==> config.mk <==
export PLATFORM = sky130hd
export DESIGN_NAME = tsr_alu
export DESIGN_NICKNAME = d
export VERILOG_FILES = /design/src/rtl/tcp_stream_reassembler_top_macros.svh /design/src/rtl/tsr_pkg.sv /design/src/rtl/tsr_alu.sv
export SDC_FILE = /design/constraint.sdc
export NUM_CORES = 1
export LEC_CHECK = 0
export ABC_AREA = 1
export BUFFER_PORTS_ARGS = -buffer_cell sky130_fd_sc_hd__clkbuf_2
export CAP_MARGIN = 0
export CORE_MARGIN = 2
export CORE_UTILIZATION = 45
export DETAILED_ROUTE_END_ITERATION = 8
export PLACE_DENSITY = 0.68
export REMOVE_ABC_BUFFERS = 1
export SLEW_MARGIN = 10
export SYNTH_ARGS = -nofsm -noshare
export SYNTH_HDL_FRONTEND = slang
export SYNTH_SLANG_ARGS = --single-unit
==> constraint.sdc <==
create_clock -name vclk -period 3.09
set_input_delay 0.1545 -clock vclk [all_inputs]
set_output_delay 0.1545 -clock vclk [all_outputs]
set_load 0.01 [all_outputs]
==> src/rtl/tcp_stream_reassembler_top_macros.svh <==
// ----------------------------------------------------------------------------
// tcp stream reassembler assertion macros
// shared concurrent assertion forms, compiled out when ASSERT_OFF is set
// ----------------------------------------------------------------------------
`ifndef TCP_STREAM_REASSEMBLER_TOP_MACROS_SVH
`define TCP_STREAM_REASSEMBLER_TOP_MACROS_SVH

`ifndef ASSERT_OFF
`define TSR_ASSERT_IMP(lbl, clk, rst_n, ante, cons) \
	lbl: assert property (@(posedge clk) disable iff (!rst_n) (ante) |-> (cons)) \
		else $error("tsr assertion failed");
`define TSR_ASSERT_NXT(lbl, clk, rst_n, ante, cons) \
	lbl: assert property (@(posedge clk) disable iff (!rst_n) (ante) |=> (cons)) \
		else $error("tsr assertion failed");
`else
`define TSR_ASSERT_IMP(lbl, clk, rst_n, ante, cons)
`define TSR_ASSERT_NXT(lbl, clk, rst_n, ante, cons)
`endif

`endif

==> src/rtl/tsr_pkg.sv <==
// ----------------------------------------------------------------------------
// tsr_pkg
// types and constants shared by the stream reassembler modules
// ----------------------------------------------------------------------------
package tsr_pkg;

	localparam int IDX_W   = 64;
	localparam int BYTE_W  = 8;
	localparam int CAP_W   = 13;
	localparam int IN_W    = 72;
	localparam int OUT_W   = 88;
	localparam logic [CAP_W-1:0] CAP_RESET = 13'd4096;

	typedef enum logic [1:0] {
		MODE_DATA = 2'd0,
		MODE_END  = 2'd1,
		MODE_POP  = 2'd2,
		MODE_NONE = 2'd3
	} mode_t;

	typedef enum logic {
		ALU_ADD = 1'b0,
		ALU_SUB = 1'b1
	} alu_op_t;

	typedef struct packed {
		logic vld_we;
		logic vld_wbit;
		logic byte_we;
	} mem_ctl_t;

endpackage

==> src/rtl/tsr_alu.sv <==
// ----------------------------------------------------------------------------
// tsr_alu
// shared 64-bit add / subtract unit with borrow out
// ----------------------------------------------------------------------------
module tsr_alu import tsr_pkg::*; (
	input  logic [IDX_W-1:0] a,
	input  logic [IDX_W-1:0] b,
	input  alu_op_t          op,
	output logic [IDX_W-1:0] y,
	output logic             borrow
);

	logic [IDX_W:0] sum;

	always_comb begin
		if (op == ALU_SUB) begin
			sum = {1'b0, a} - {1'b0, b};
		end else begin
			sum = {1'b0, a} + {1'b0, b};
		end
	end

	assign y      = sum[IDX_W-1:0];
	assign borrow = sum[IDX_W];

endmodule

; ---- Word-level counts from Yosys, hierarchy flattened
; Index checks and enable logic that the tools add are counted.
[totals]
reg_bits = 0
in_bits = 129
[op_classes]
addsub = 2
mux = 1
[ops]
columns = operator, n
row1 = 64-bit by 64-bit adder with 65-bit output, 1
row2 = 65-bit 2-to-1 mux, 1
row3 = 64-bit by 64-bit subtractor with 65-bit output, 1

; ---- Longest topological paths before layout
; Gate-level depths: netlist of the first run.
[logic_depth]
word_depth = 2
ltp_mapped = 23
depth_no_buf = 23

; ---- Worst setup path before layout of the first run
; OpenSTA, ideal clock, no wires.
[synth_path]
path_kind = input -> output
start = input port b[1]
end = output port borrow
t_arrival_ns = 2.581
required_ns = 2.935
path_slack_ns = 0.354
path_stages = 21
n_path_buf = 0
path_cell_list = inv_1 > ha_1 > nand2_4 > nor2_4 > nand3_2 > nor2_1 > nand3_1 > nand2_1 > xor2_1 > inv_1 > ha_1 > nand2_1 > nor2_1 > inv_1 > nor2_1 > nand2_1 > nor3_1 > nand2_1 > nand2_1 > nand2_1 > nand2_1
[synth_via]
elab_chain_len = 2
elab_cells_between_ends = 3
[synth_rtl]
columns = item, line
row1 = from (decl), tsr_alu.sv:7  ; input logic [IDX_W-1:0] b,
row2 = 64-bit by 64-bit adder with 65-bit output / 64-bit by 64-bit subtractor with 65-bit output (equally long branches), "tsr_alu.sv:19, tsr_alu.sv:17"
row3 = 65-bit 2-to-1 mux (*), tsr_alu.sv:16  ; if (op == ALU_SUB) begin
row4 = to (decl), tsr_alu.sv:10  ; output logic borrow
; Mark *: on every way between the ends. The rest lies on a longest branch, timed or not.

; ---- Worst setup path after layout of the first run
[layout_path]
start = input port b[10]
end = output port y[58]
[layout_via]
elab_chain_len = 2
elab_cells_between_ends = 3
[layout_rtl]
columns = item, line
row1 = 64-bit by 64-bit adder with 65-bit output / 64-bit by 64-bit subtractor with 65-bit output (equally long branches), "tsr_alu.sv:19, tsr_alu.sv:17"
row2 = 65-bit 2-to-1 mux (*), tsr_alu.sv:16
row3 = to (decl), tsr_alu.sv:9  ; output logic [IDX_W-1:0] y,
; Marks and branches as above.

==> results of run 1 <==
## placed cells by master (no fill, tap or decap), types with 17 or more instances in the layout
| cell | instances |
|---|---|
| inv_1 | 389 |
| xor2_1 | 61 |
| nor2_4 | 62 |
| ha_1 | 21 |
| buf_2 | 17 |
| inv_2 | 36 |
| nand4_1 | 19 |
| nor2_2 | 55 |
| clkbuf_2 | 170 |
| nand2_1 | 608 |
| a21oi_2 | 33 |
| nand2_2 | 155 |
| nand2_4 | 31 |
| nor2_1 | 105 |
| buf_6 | 19 |
| nand3_1 | 59 |
| buf_4 | 192 |
| ha_4 | 37 |
## where the power goes
group / internal (mW) / leakage (nW) / switching (mW) / total [mW]
clock network: 0 / 0 / 0 / 0
logic: 1.32 / 7.77 / 2.00 / 3.32
registers: 0 / 0 / 0 / 0
## synthesized netlist by cell type
library cell  count  area (um^2)
ha_1             65          813
nand2_1         786         2950
nand4_1          19          119
fa_1              1         20.0
a31oi_1           3         18.8
o31ai_1           1         7.51
nor2_4            4         45.0
a21oi_1          48          240
o21ai_2           2         17.5
nor4_1            1         6.26
buf_2             6         30.0
o21ai_0          14         70.1
nand3b_1          5         37.5
and3_1            2         12.5
nor2_1          207          777
nor3_2            3         30.0
xnor2_1           7         61.3
nor3_1           22          110
nor2_2           11         68.8
or2_1             1         6.26
nand4_4           1         21.3
nand3_1          73          365
nand2_4           2         22.5
nand2_2           6         37.5
xor2_1           78          683
nand3_2           3         30.0
o21ai_1           5         25.0
inv_2             2         7.51
buf_1             2         7.51
inv_1           427         1600
and2_1            1         6.26
a21oi_2           1         8.76
o21ai_4           1         16.3
or2_2             3         18.8
## per-layer routing
| metal | vias up | track usage (%) |
|---|---|---|
| li1 | 6122 | - |
| met1 | 5606 | 45.6 |
| met2 | 596 | 57.1 |
| met3 | 93 | 1.07 |
| met4 | 0 | 7.42 |
| met5 | - | 0 |
## stage by stage
| step | util, % | setup TNS, ns | cells | total power [mW] |
|---|---|---|---|---|
| finish | 74.4 | -0.433 | 2435 | 3.32 |
| global route | 74.4 | -4.73 | 2435 | 3.56 |
| CTS | 63.0 | -0.0435 | 2413 | 2.67 |
| detailed placement | 60.4 | -8.09 | 2408 | 2.57 |
| global placement | 60.4 | -5.83 | 2408 | 2.54 |
| floorplan | - | 0 | 1805 | 1.47 |
## critical path, stage by stage
cell and delay (ns):
clkbuf_2 0.16, nor2_4 0.17, nand2_2 0.11, nor2_2 0.15, nand2_1 0.11, o21ai_4 0.17, buf_4 0.16, xor2_2 0.21
ha_2 0.37, nand2_2 0.15, inv_1 0.05, nand2_1 0.06, nand2_1 0.06, nand2_1 0.09, nand2_1 0.08, a21oi_1 0.19
nand2_2 0.16, nand2_1 0.11, nand2_1 0.06, nand2_1 0.06, nand2_1 0.04, buf_2 0.13
## layout make-up
| cell class | instances | area, um^2 | area share [%] |
|---|---|---|---|
| inverters | 429 | 1620 | 12.1 |
| multi-input cells | 1376 | 8860 | 66.0 |
| well taps | 229 | 287 | 2.14 |
| repair buffers | 401 | 2650 | 19.7 |
## kinds of logic after synthesis
kind of cell | synth area share (%)
AO/OA/AOI/OAI | 4.87
AND/OR/NAND/NOR | 56.2
adder cells (fa/ha/maj) | 10.0
XOR/XNOR | 8.98
buffers and inverters | 19.9
## timing repair
action	in CTS	in global routing
setup buffers	5	22
pin swaps	21	176
hold buffers	0	0
gates resized for setup	102	523
endpoints found under the setup margin	48	50
## path summary, 6_finish.rpt
check	startpoint	depth (start not counted)	slack (ns)	to
max	b[10]	22	-0.07	y[58]
min	b[0]	4	0.64	y[0]
==> results.md, run 1 <==
Worst setup path:
- The arrival time at the worst endpoint is 3.01 ns.
- The worst setup path is of the in -> out kind.
- The largest fanout on the critical path is 4.
- The critical path data required time is 2.94 ns.
- STA classifies the critical path endpoint as a primary output.
- The kind of start point of the critical path is a primary input.

Finish:
- The count of fill cells added during filler insertion is 1,541.
- Compared with the post-synthesis result, the final layout area differs by 61.7%.
- The number of clock buffer instances in the layout is 0.
- The number of nets in the final layout is 2,403.
- The layout cell share with drive strength beyond 1 is 40.4%.
- The antenna diode count is 0.
- Registers take 0 um^2.
- After routing the design area is 0.0134 mm^2.
- The sequential cell count is 0.

Detailed routing:
- The first routing iteration left 1,065 violations.
- The number of nets still failing antenna checks after routing is 0.
- The detailed router put a total of 15,800 um of wire on met1.
- The first-pass iteration count of the detailed router is 5.
- Wire segments on met2 add up to 17,900 um in the final route.
- For this block, the via count after detailed routing is 12.4k.
- Dividing the detail-routed wire length by the instance count gives 15.6 um.
- The highest routing layer actually used is met4.
- The detailed-route DRC error count is 0.
- The post-detailed-route via-to-cell ratio is 5.10.
- The routed design has 38,100 um of wire.
- The routed design uses 3100 um of met3 wire.

Die:
- The floorplan step defined a core boundary enclosing 0.0180 mm^2.
- The die covers 0.0195 mm^2.
- For this configuration, the core starts out at a cell density of 46.0%.
- The die outline width is 140 um.
- The floorplan die height is 140 um.
- For this design the top-level I/O count stands at 194.
- The cell row count is 49.

Global route:
- The first-pass GRT wire length is 52,000 um.
- The leftover overflow at the end of global routing is 0.
- Global routing used 33.0% of the available tracks.
- The via count of the first global-routing pass is 10.7k.
- The maximum number of pins on one net before global-route repair is 32.
- The initial antenna violation count was 0.

STA:
- Once routing completed, OpenROAD measured the worst setup slack at -0.0701 ns.
- Headroom to the max-slew limit came out at 61.0%.
- The transition at the pin with the smallest max-transition slack is 0.585 ns.
- Setup repair after global routing could not meet its margin everywhere.
- After layout, the minimum clock period comes to 3.16 ns.
- Based on the critical path, the design can be clocked at up to 316 MHz.
- The worst hold margin is 0.639 ns.
- Setup violations remaining at the end of the flow were counted as 14.
- The final hold violation count is 0.
- In the finished design, the share of the clock period the worst path needs comes to 102%.
- The max-slew violation total from the final report came to 0.

Placement:
- The count of buffers added on input and output ports is 194.
- The instance area after placement is 0.0109 mm^2.
- The post-placement worst setup slack is -0.290 ns.
- The total half-perimeter wirelength after legalization and detailed placement is 30,500 um.
- At the end of routability-driven placement, the weighted congestion stood at 1.03.

Logic synthesis:
- The summed instance area of the synthesized netlist is 0.00829 mm^2.
- Yosys printed 0 warnings.
- Averaged over all synthesized cells, the footprint is 4.57 um^2.
- In the synthesized netlist, the number of instances is 1,813.
- Sequential cells were found to cover 0% of the synthesized design area.
- In this run, distinct cell masters in the synthesized netlist total 34.

Hold path:
- The type of the most critical hold path is in -> out.

Status:
- The flow ran to the end, but the final reports show violations.
- The final reports fail on negative setup slack.

Job:
- The number of max-capacitance violations reported is 0.

Power and ir drop:
- The power density over cell area is 248 mW/mm^2.
- VDD sags by at most 0.210 mV.
- The leakage dissipation is 7.77 nW.
(Power assumes the default switching activity.)
==> run 2: changes to the inputs <==
- PLACE_DENSITY: 0.68 -> 0.69
==> run 2 against run 1 <==
  * The run still ends with negative setup slack left
  * Wire length is 3.6% lower
  * Non-clock buffer count is 4 higher
  * Combinational power shrank 6.3%
  * Critical path depth increased by 2
  * Global-route usage increased by 0.91 points
  * Utilization shrank 3.3 points
  * Design area is 4.4% lower
  * Maximum frequency increased by 1.8%
  * First-iteration DRC count shrank 20%
  * Sequential share of layout area did not move
  * Power down 6.4%
  * Hold slack improved by 0.059 ns
  * Critical path type unchanged
==> results.md, run 2 (synthesis results as in run 1) <==
STA:
- The minimum setup slack in the final design is -0.0151 ns.
- The final-report setup violation count is 3.
- Setup repair after global routing could not meet its margin everywhere.
- Derived from the worst setup path, the maximum achievable clock frequency is 322 MHz.
- Measured against its own limit, the worst slew margin works out to 60.5%.
- The max-slew violation total from the final report is 0.
- The part of the cycle the worst path needs is 100%.
- The final hold violation count is 0.
- For the pin with the worst max-slew slack, the measured transition is 0.593 ns.
- The minimum clock period after layout is 3.11 ns.

Global route:
- The initial antenna violation count is 2.
- The maximum number of pins on one net before global-route repair is 39.
- The leftover overflow at the end of global routing is 0.
- The via count of the first global-routing pass is 10.8k.
- The global router's overall resource usage is 33.9%.
- The first global-routing pass estimated 53,300 um of wire.

Finish:
- The net count of the finished layout is 2,407.
- Once layout is complete, the cells apart from fillers number 2,440.
- The area occupied by registers is 0 um^2.
- The growth of design area from synthesis to finish is 54.5%.
- In the layout the commonest cells are 698 x nand2_1, 413 x inv_1, 208 x buf_4, 187 x clkbuf_2, 114 x nor2_1.
- In the final layout, the share of cells above drive strength 1 is 34.3%.
- The commonest non-fill, non-tap cell in the layout is nand2_1.
- The number of clock buffer instances in the layout is 0.
- The sequential cell count is 0.

Power and ir drop:
- The worst-case IR drop observed on VDD is 0.211 mV.
- The sequential cell fraction of total power is 0%.
- Net switching is 60.1% of the power.
- The combinational cell fraction of total power is 100.0%.
- For this design the ratio of total power to cell area is 243 mW/mm^2.
- The reported net switching power is 1.87 mW.
- Summed over all cells, the static leakage comes to 7.62 nW.
- The proportion of power drawn by the clock network is 0%.
- Power comes to 3.11 mW.
- The internal portion of the total power is 1.24 mW.

Worst setup path:
- By startpoint and endpoint, the worst setup path is classified as in -> out.
- The worst setup path is captured at a primary output.
- The critical path data required time is 2.94 ns.
- Of all nets on the critical path, the largest fanout is 3.
- The worst setup path is launched from a primary input.
- Data on the critical path arrives at its endpoint at 2.95 ns.

Job:
- Max-cap violations in this run came to 0.

Die:
- The initial utilization of the core area, before any placement, comes to 46.0%.
- The floorplan die height is 140 um.
- The die outline width is 140 um.
- The full die area is 0.0195 mm^2.
- After floorplanning, the core was divided into 49 placement rows.
- During I/O placement, the number of pins put on the boundary was 194.
- The placeable core area is 0.0180 mm^2.

Hold path:
- The type of the most critical hold path is in -> out.

Placement:
- The wire-length estimate of the detail-placed layout is 30,800 um.
- The count of buffers inserted at the top-level ports is 194.
- The number of placed instances, taps included, is 2,422.
- At the end of routability-driven placement, the weighted congestion stood at 0.999.

Detailed routing:
- The count of nets left with antenna violations once routing finished came out at 0.
- The violation count after the first detailed-route iteration is 849.
- The average detailed-routed wire length per instance is 15.0 um.
- The overall via count from detail_route is 12.2k.
- After detailed routing, the number of remaining DRC violations is 0.
- The post-detailed-route via-to-cell ratio is 4.98.
- The first-pass iteration count of the detailed router is 5.
- The total detailed-routing wirelength is 36,700 um.

Status:
- The checks that failed: negative setup slack.
- The flow ran to the end, but the final reports show violations.
==> run 2: cell count changes in the layout (fill, tap and decap cells not counted), sizes merged <==
cell and change:
clkbuf +17, buf -13, diode +1
==> run 2: final cells by class <==
cell class,count,area (um^2)
multi-input cells,1376,8330
diodes,1,2.50
well taps,229,287
fillers,1639,5210
repair buffers,405,2580
inverters,429,1620
==> run 2: routing by layer <==
| metal | global-route usage (%) | routed length, um | up-vias |
|---|---|---|---|
| met5 | 0 | 13 | - |
| met4 | 9.53 | 1380 | 2 |
| met3 | 2.37 | 2640 | 84 |
| met2 | 56.7 | 16800 | 530 |
| met1 | 46.9 | 15900 | 5402 |
| li1 | - | - | 6134 |
==> run 2: worst max-delay path, cell delays in order <==
cell and delay [ns]:
clkbuf_2 0.13, inv_1 0.09, nand4_1 0.24, nor2_4 0.17
nand2_1 0.13, nor2_2 0.15, nand2_1 0.06, nand2_1 0.06
nand2_1 0.04, nand2_1 0.05, o21ai_0 0.09, ha_1 0.39
buf_4 0.17, nand2_1 0.08, nand2_2 0.09, a21oi_2 0.13
nand2_1 0.09, nand2_1 0.06, nand2_1 0.08, a21oi_2 0.16
nand2_1 0.08, nand2_1 0.05, nand2_1 0.06, clkbuf_2 0.12
==> run 2: metrics by stage <==
stage | hold slack, ns | setup WS (ns) | cell area (um^2) | setup TNS (ns) | util, %
after CTS | 0.675 | -0.00656 | 11500 | -0.0170 | 63.5
after detailed placement | 0.662 | -0.362 | 11000 | -11.42 | 60.9
after global routing | 0.727 | -0.204 | 12800 | -4.26 | 71.1
final | 0.698 | -0.0151 | 12800 | -0.0273 | 71.1
after global placement | 0.654 | -0.326 | 11000 | -9.28 | 60.9
after floorplan | 0.457 | 0.0883 | 8260 | 0 | -
==> run 2: path summary, 6_finish.rpt <==
check	startpoint	end	slack [ns]	cells past startpoint
max	b[24]	borrow	-0.02	24
min	b[0]	y[0]	0.70	4
==> run 2: what timing repair did <==
action / in CTS / in global routing
pin swaps: 22 / 88
endpoints found under the hold margin: 0 / 0
setup buffers: 4 / 13
resized for setup: 102 / 308
gates cloned: 0 / 0
hold buffers: 0 / 0
endpoints found under the setup margin: 54 / 49
==> run 2: power by group through the flow <==
stage	sequential [mW]	combinational, mW	clock [mW]
floorplan	0	1.47	0
global placement	0	2.54	0
detailed placement	0	2.57	0
CTS	0	2.67	0
global route	0	3.37	0.0000000433
finish	0	3.11	0.0000000433
==> run 3: changes to the inputs <==
- BUFFER_PORTS_ARGS: -buffer_cell sky130_fd_sc_hd__clkbuf_2 -> -buffer_cell sky130_fd_sc_hd__buf_4
- clock period: 3.09 -> 3.2 ns (I/O delays scaled with it)
==> run 3 against run 2 <==
  * The run still ends with negative setup slack left
  * Cell count is 1.9% lower
  * Design area is 2.3% higher
  * Via count is 0.72% lower
  * Setup slack worse by 0.037 ns
  * Critical path depth is 6 lower
  * Wire length is 0.45% higher
  * Power is 3.0% higher
  * Sequential share of layout area stayed put
  * Utilization is 1.6 points higher
  * Flip-flop and latch count stayed put
  * Count of clock-buffer cells in the layout stayed put
  * Critical path type unchanged
  * Largest cell class unchanged
==> results.md, run 3 (synthesis results as in run 1) <==
STA:
- Subtracting the final worst setup slack from the clock period gives 3.25 ns.
- The part of the cycle the worst path needs is 102%.
- The tightest hold path in the finished design has a slack of 0.672 ns.
- Setup repair after global routing could not meet its margin everywhere.
- The transition at the pin with the smallest max-transition slack is 0.586 ns.
- Setup violations remaining at the end of the flow were counted as 3.
- The final hold violation count is 0.
- Adding up every negative setup slack in the final design gives -0.0796 ns.
- The minimum setup slack in the final design is -0.0524 ns.
- The max-slew violation total from the final report is 0.
- Based on the critical path, the design can be clocked at up to 307 MHz.
- The headroom to the max-slew limit is 61.0%.

Worst setup path:
- Among cell families on the critical path, the largest total delay comes from simple AND/OR/NAND/NOR gates.
- The kind of capture point of the worst setup path is a primary output.
- The number of buffers and inverters on the critical path is 4.
- The largest fanout on the critical path is 4.
- The type of the worst setup path is in -> out.
- The arrival time at the worst endpoint is 3.09 ns.
- The critical path data required time is 3.04 ns.
- On the critical path, the stage with the largest delay is an instance of ha_4.
- The largest single stage delay on the critical path is 0.31 ns.
- The critical path goes through buf_4, nor2_2, nand2_1, nor2_2, nand2_4, o21ai_4, o21ai_2, xor2_2, ha_4, nand2_2, nor2_2, inv_1, nor3_2, nand2_1, nand2_2, buf_4, xor2_1, buf_4.
- The kind of start point of the critical path is a primary input.

Placement:
- After detailed placement, the total cell area comes to 0.0111 mm^2.
- The number of instances in the placed design is 2,377.
- The total half-perimeter wirelength after legalization and detailed placement is 30,500 um.
- Routability-driven placement finished with a final weighted congestion of 0.992.
- The post-placement worst setup slack is -0.248 ns.
- During placement, the flow inserted port buffers numbering 194.

Detailed routing:
- The average detailed-routed wire length per instance is 15.4 um.
- The detailed-route DRC error count is 0.
- The first-pass iteration count of the detailed router is 8.
- The final route contains 12.1k vias.
- Once detail routing completed, the nets flagged for antenna violations numbered 0.
- The post-detailed-route via-to-cell ratio is 5.04.
- Wires add up to 36,900 um.
- The violation count after the first detailed-route iteration is 824.

Power and ir drop:
- The total chip power is 3.20 mW.
- Dividing total power by cell area gives a power density of 244 mW/mm^2.
- Summed over all cells, the static leakage comes to 7.59 nW.
- The peak ir drop on the vdd network is 0.220 mV.

Die:
- The die outline width is 140 um.
- The initial standard-cell utilization of the core is 46.0%.
- 194 I/O pins were placed.
- The floorplan die height is 140 um.
- After floorplanning, the core was sized to cover 0.0180 mm^2.
- After floorplanning, the core was divided into 49 placement rows.
- The full die area is 0.0195 mm^2.

Finish:
- In the final design database the tool counted 2,362 nets.
- The area occupied by registers is 0 um^2.
- After the flow finishes, the layout carries non-filler instances totaling 2,394.
- The count of fill cells added during filler insertion is 1,629.
- Relative to the synthesized area, the layout overhead comes to 58.1%.
- The final instance area is 0.0131 mm^2.
- The sequential cell count is 0.
- In the layout the commonest cells are 677 x nand2_1, 407 x inv_1, 351 x buf_4, 117 x nor2_1, 93 x nand2_2.
- Leaving out fill and tap cells, the most frequent cell in the layout is nand2_1.
- The layout cell share with drive strength beyond 1 is 34.7%.
- 0 antenna diodes ended up in the layout.
- The number of clock buffer instances in the layout is 0.
- Cells fill 72.7% of the core in the end.

Global route:
- The leftover overflow at the end of global routing is 0.
- The via count of the first global-routing pass is 10.7k.
- The initial antenna violation count is 0.
- The maximum number of pins on one net before global-route repair is 26.
- The global router's overall resource usage is 33.3%.
- The first global-routing pass estimated 52,500 um of wire.

Clock network:
- Buffers inserted to repair hold after CTS numbered 0.

Job:
- The number of max-capacitance violations reported is 0.

Hold path:
- The type of the most critical hold path is in -> out.

Status:
- The flow ran to the end, but the final reports show violations.
- The final reports fail on negative setup slack.
[run 3: final cells by class]
cell class	count	area, um^2	share of cell area, %
inverters	429	1620	12.4
well taps	229	287	2.19
multi-input cells	1376	8460	64.5
repair buffers	360	2750	20.9
[run 3: path summary, 6_finish.rpt]
| check | start | end | slack, ns | cells past startpoint |
|---|---|---|---|---|
| max | b[9] | y[30] | -0.05 | 18 |
| min | b[0] | y[0] | 0.67 | 4 |
[run 3: power by group]
part | switching, mW | internal, mW
combinational | 1.85 | 1.36
sequential | 0 | 0
clock | 0 | 0
[run 3: repair_timing]
item | CTS | global route
pin swaps | 5 | 94
setup endpoints to repair | 45 | 50
endpoints found under the hold margin | 0 | 0
setup buffers | 2 | 15
resized for setup | 42 | 414
[run 3: per-layer routing]
metal  wire, um  up-vias  track usage [%]
li1           -     6043                -
met1      15700     5423             47.0
met2      17300      530             55.1
met3       2920       69             2.10
met4        973        0             8.21
met5          0        -                0
